**src/hw/rtl/sarl_pkg.sv**
```systemverilog
`default_nettype none
package sarl_pkg;

	localparam int TABLE_DEPTH = 16384;
	localparam int IDX_W       = $clog2(TABLE_DEPTH);
	localparam int CNT_W       = $clog2(TABLE_DEPTH + 1);
	localparam int ADDR_W      = 32;
	localparam int OUT_IDX_W   = 14;
	localparam int STATUS_W    = 2;

	typedef logic [IDX_W-1:0]     idx_t;
	typedef logic [CNT_W-1:0]     cnt_t;
	typedef logic [ADDR_W-1:0]    addr_t;
	typedef logic [OUT_IDX_W-1:0] out_idx_t;
	typedef logic [STATUS_W-1:0]  status_t;

	localparam status_t ST_LOADED  = 2'd0;
	localparam status_t ST_FULL    = 2'd1;
	localparam status_t ST_MATCH   = 2'd2;
	localparam status_t ST_NOMATCH = 2'd3;

	localparam logic FUNC_LOAD   = 1'b0;
	localparam logic FUNC_LOOKUP = 1'b1;

	// controller -> datapath
	typedef struct packed {
		logic load;
		logic lookup;
		logic step;
		logic emit;
	} cmd_t;

	// datapath -> controller
	typedef struct packed {
		logic empty;
		logic search_done;
	} stat_t;

endpackage
`default_nettype wire

```
**src/hw/rtl/sarl_ctrl.sv**
```systemverilog
`default_nettype none
module sarl_ctrl (
	input  wire logic            clk,
	input  wire logic            arst_n,
	input  wire logic            in_valid,
	output logic                 in_ready,
	input  wire logic            func,
	output logic                 out_valid,
	input  wire logic            out_ready,
	output sarl_pkg::cmd_t       cmd,
	input  wire sarl_pkg::stat_t stat
);

	typedef enum logic [1:0] {
		IDLE,
		SEARCH,
		FINISH
	} state_t;

	state_t state_q;
	logic   out_valid_q;
	logic   accept;
	logic   out_free;

	assign in_ready = (state_q == IDLE);
	assign accept   = in_valid && in_ready;
	assign out_free = !out_valid_q || out_ready;

	always_comb begin
		cmd.load   = accept && (func == sarl_pkg::FUNC_LOAD);
		cmd.lookup = accept && (func == sarl_pkg::FUNC_LOOKUP);
		cmd.step   = (state_q == SEARCH);
		cmd.emit   = (state_q == FINISH) && out_free;
	end

	always_ff @(posedge clk or negedge arst_n) begin
		if (!arst_n) begin
			state_q     <= IDLE;
			out_valid_q <= 1'b0;
		end else begin
			if (cmd.emit) begin
				out_valid_q <= 1'b1;
			end else if (out_ready) begin
				out_valid_q <= 1'b0;
			end
			unique case (state_q)
				IDLE: begin
					if (cmd.load) begin
						state_q <= FINISH;
					end else if (cmd.lookup) begin
						state_q <= stat.empty ? FINISH : SEARCH;
					end
				end
				SEARCH: begin
					if (stat.search_done) begin
						state_q <= FINISH;
					end
				end
				FINISH: begin
					if (out_free) begin
						state_q <= IDLE;
					end
				end
				default: begin
					state_q <= IDLE;
				end
			endcase
		end
	end

	assign out_valid = out_valid_q;

endmodule
`default_nettype wire

```
**config.mk**
```make
export PLATFORM = sky130hd
export DESIGN_NAME = sarl_ctrl
export DESIGN_NICKNAME = d
export VERILOG_FILES = /design/src/hw/rtl/sarl_pkg.sv /design/src/hw/rtl/sarl_ctrl.sv
export SDC_FILE = /design/constraint.sdc
export NUM_CORES = 1
export LEC_CHECK = 0
export BUFFER_PORTS_ARGS = -buffer_cell sky130_fd_sc_hd__buf_2
export CORE_AREA = 2 2 39 41
export DETAILED_ROUTE_END_ITERATION = 6
export DIE_AREA = 0 0 41 43
export PLACE_DENSITY = 0.4
export SLEW_MARGIN = 10
export SYNTH_ARGS = -nofsm -noshare
export SYNTH_HDL_FRONTEND = slang
export SYNTH_SLANG_ARGS = --single-unit
```
**constraint.sdc**
```tcl
create_clock -name clk -period 2.5 [get_ports clk]
set_clock_uncertainty 0.05 [all_clocks]
set_input_delay 0.375 -clock clk [delete_from_list [all_inputs] [get_ports clk]]
set_output_delay 0.375 -clock clk [all_outputs]
set_load 0.01 [all_outputs]
```
# --- Word-level counts from Yosys, hierarchy flattened ---
# Index checks and enable logic that the tools add are counted.
totals:
  out_inout_bits: 6
  reg_bits: 3
  wordCells: 25
classes:
  eq_ne: 5
  reduce_logical: 9
  bitwise_logic: 1
  n_mux: 8
ops:
  columns: ["op", "count"]
  rows:
  - ["$mux W2", 5]
  - ["$pmux W2 S3", 1]
  - ["$logic_and A1 B1 Y1", 4]
  - ["$ne A3 B1 Y1 const B", 1]
  - ["$reduce_and A3 Y1", 1]
  - ["$eq A2 B1 Y1 const B", 1]
  - ["$eq A2 B2 Y1 const B", 1]
  - ["$logic_not A2 Y1", 1]
  - ["$mux W1", 2]
  - ["$ne A2 B1 Y1 const B", 1]
  - ["$ne A2 B2 Y1 const B", 1]
  - ["$reduce_bool A2 Y1", 1]
  - ["$logic_not A1 Y1", 1]
  - ["$logic_or A1 B1 Y1", 1]
  - ["$not A1 Y1", 1]

# --- Longest topological paths before layout ---
logic_depth:
  depth_word: 6
  depth_mapped: 2

# --- Worst setup path after synthesis ---
# OpenSTA, ideal clock, no wires.
synth_timing:
  path_kind: "reg-to-output"
  from: "reg state_q[1]"
  to: "out cmd[3] (netlist bit)"
  arrival_time_ns: 0.965
  stages_incl_launch_ff: 3
  path_buffers: 0
  required_time_ns: 2.075
  setup_slack_ns: 1.110
  cell_sequence: "dfrtp_1 or3b_1 nor2_1"
synth_rtl:
  columns: ["element", "line_no", "source"]
  rows:
  - ["from (decl)", "sarl_ctrl.sv:20", "state_t state_q;"]
  - ["from (signal assigned)", "sarl_ctrl.sv:51", "state_q <= stat.empty ? FINISH : SEARCH;"]
  - ["to (decl)", "sarl_ctrl.sv:10", "output sarl_pkg::cmd_t cmd,"]

==> results.py <==
metrics = {
    "outcome": {
        "outcome": "complete, no violations",
    },
    "synthesis": {
        "postSynthAreaPerCell_um2": 10.3,
        "yosys_warnings": 0,
        "synth_fp_nets": 25,
        "ys_types": 13,
        "synth.ff_latch_count": 3,
        "synthesis.instances": 18,
        "synthesis.area_um2": 185,
        "synth-seq-area-share_pct": 40.5,
    },
    "clocking": {
        "cts_tree": "done",
        "worstSkewPairLatency_ns": 0.23,
        "htree_num_levels": 1,
        "max-clock-path-buffers": 2,
        "post-cts-setup-buffer-count": 0,
        "cts-root-buf": "sky130_fd_sc_hd__clkbuf_4",
        "cts_inserted_buffers": 3,
        "cts.clk_slew.worst_paths_ns": 0.04,
        "numClockSinks": 3,
        "cts-resized-gates": 0,
        "cts-hold-fix-buffers": 1,
    },
    "drt": {
        "antenna_violating_nets_post_route": 0,
        "viasPerCell": 3.84,
        "detailroute.via_count": 196,
        "routed_wire_length_per_instance_um": 8.73,
        "drt_first_pass_iters": 1,
        "route.detailed.drc": 0,
        "drtIter0Drc": 0,
        "drt_wl_total_um": 445,
    },
    "worst_setup_path": {
        "timing.critical_path.to_type": "output port",
        "cpPeakStageDelay_ns": 0.43,
        "critical_path.max_fanout": 7,
        "criticalPathCategory": "flop to output port",
        "worstPathArrival_ns": 1.30,
        "setup.worst_path.start_class": "flop",
        "r2r_start": "state_q[0]",
        "reg2regPathDepth": 2,
        "worst-endpoint-required_ns": 2.08,
        "timing.critical_path.slowest_stage_cell": "sky130_fd_sc_hd__dfrtp_1",
        "crit_path_start": "state_q[0]",
        "cp_cell_sequence": "or3b_1 -> nor2_1 -> buf_2",
    },
    "die": {
        "die-area_um2": 1760,
        "die_height_um": 43,
        "row_count": 14,
        "horizontal_die_dimension_um": 41,
        "io_pins": 13,
        "core_region_area_um2": 1380,
        "initial_utilization_pct": 13.4,
    },
    "timing": {
        "max_freq_ghz": 0.581,
        "post-route-min-period_ns": 1.72,
        "final.setup.tns_ns": 0,
        "max_slew.worst_pin.slew_ns": 0.189,
        "setup_repair_after_global_routing_missed_its_margin": "no",
        "slew_violations": 0,
        "final-hold-violation-count": 0,
        "fraction_of_the_cycle_the_final_worst_path_needs_pct": 68.8,
        "setup_violations": 0,
        "slew_headroom_pct": 87.4,
    },
    "finish": {
        "area_delta_synth_final_pct": 62.8,
        "antenna-diode-count": 0,
        "layout-drive-gt1-share_pct": 54.3,
        "finish.net_count": 43,
        "final_cell_area_um2": 302,
    },
    "placed_design": {
        "post_dp_cell_area_um2": 265,
        "gp_routability_congestion": 0.598,
        "dp_hpwl_um": 355,
        "number_of_input_and_output_port_buffers_inserted": 12,
    },
    "hold_path": {
        "timing.hold.worst_path_depth": 3,
        "timing.hold.worst.start": "stat[0]",
        "min-delay-path-class": "input port to flop",
    },
    "global_routing": {
        "antenna_found_initial": 0,
        "first_global_vias": 168,
        "gr-total-overflow": 0,
        "grt_pass1_wl_um": 621,
        "grt.total_usage_pct": 5.92,
        "pin_count_of_the_biggest_net_entering_global_routing": 8,
    },
    "power": {
        "max-vdd-ir-drop_mv": 0.124,
        "power-per-cell-area_nw_per_um2": 759,
        "cellLeakagePower_uw": 0.000154,
        "finalPower_uw": 229,
    },
    "job": {
        "drv_cap": 0,
    },
}
## flip-flops by register name, indices dropped and copies added (netlist names)
signal / flops
state_q: 2
out_valid: 1
## cells by family (layout without fill, tap and decap cells)
family / count (synthesis) / count (layout) / share of synthesized area, %
flops: 3 / 3 / 40.5
simple gates: 13 / 13 / 48.7
compound gates: 2 / 2 / 10.8
buf+inv: 0 / 17 / 0
## metrics by stage
| stage | hold WS [ns] | std cells | utilization (%) | worst slack (ns) |
|---|---|---|---|---|
| after floorplan | 0.0294 | 18 | - | 1.11 |
| after global placement | 0.121 | 46 | 19.2 | 1.01 |
| after detailed placement | 0.125 | 46 | 19.2 | 0.999 |
| after CTS | 0.365 | 51 | 21.8 | 0.763 |
| after global routing | 0.381 | 51 | 21.8 | 0.702 |
| final | 0.369 | 51 | 21.8 | 0.780 |
## path summary, 6_finish.rpt
check                             end  slack [ns]
max                            cmd[3]        0.78
min                        state_q[1]        0.37
max reg2reg                state_q[1]        1.40
min reg2reg                state_q[0]        0.46
max in group asynchronous  state_q[0]        1.87
min in group asynchronous  state_q[1]        0.42
## routing by layer
layer	vias to the layer above	routed length [um]	global-route usage, %
met1	82	190	5.47
met4	0	18	8.00
met3	2	74	3.14
li1	97	-	-
met2	15	161	7.50
met5	-	0	0
## layout make-up
cell class	instances	area, um^2
flip-flops and latches	3	75.1
repair buffers	13	70.1
clock buffers	4	26.3
multi-input cells	15	110
well taps	16	20.0
fillers	160	1080
## critical path: cells and delay by family (launching register included)
family,cells,cell delay (ns)
buffers and inverters,1,0.13
DFF,1,0.43
and+or+nand+nor,2,0.51
## layout by cell type, fill, tap and decap left out
master / count
sky130_fd_sc_hd__a21oi_1: 1
sky130_fd_sc_hd__and2b_2: 2
sky130_fd_sc_hd__and3_1: 1
sky130_fd_sc_hd__buf_2: 12
sky130_fd_sc_hd__clkbuf_1: 1
sky130_fd_sc_hd__clkbuf_4: 3
sky130_fd_sc_hd__dfrtp_1: 3
sky130_fd_sc_hd__dlygate4sd3_1: 1
sky130_fd_sc_hd__nand2_1: 1
sky130_fd_sc_hd__nand2b_1: 2
sky130_fd_sc_hd__nand3b_1: 1
sky130_fd_sc_hd__nand4bb_1: 1
sky130_fd_sc_hd__nor2_1: 2
sky130_fd_sc_hd__nor2b_1: 1
sky130_fd_sc_hd__o221ai_2: 1
sky130_fd_sc_hd__or2b_2: 1
sky130_fd_sc_hd__or3b_1: 1
## power breakdown
| group | internal (uW) | switching (uW) | total (uW) | leakage (uW) |
|---|---|---|---|---|
| Combinational | 37.9 | 35.9 | 73.8 | 0.000101 |
| Sequential | 60.2 | 9.86 | 70.0 | 0.0000382 |
| Clock | 59.8 | 25.1 | 84.9 | 0.0000150 |
## synth_stat cells
master	instances	area [um^2]
sky130_fd_sc_hd__nand3b_1	1	7.51
sky130_fd_sc_hd__o221ai_2	1	15.0
sky130_fd_sc_hd__and2b_2	2	17.5
sky130_fd_sc_hd__or3b_1	1	8.76
sky130_fd_sc_hd__a21oi_1	1	5.00
sky130_fd_sc_hd__dfrtp_1	3	75.1
sky130_fd_sc_hd__and3_1	1	6.26
sky130_fd_sc_hd__nand2b_1	2	12.5
sky130_fd_sc_hd__or2b_2	1	8.76
sky130_fd_sc_hd__nand2_1	1	3.75
sky130_fd_sc_hd__nor2_1	2	7.51
sky130_fd_sc_hd__nand4bb_1	1	11.3
sky130_fd_sc_hd__nor2b_1	1	6.26
No activity file was read; power rests on OpenSTA's default activity.
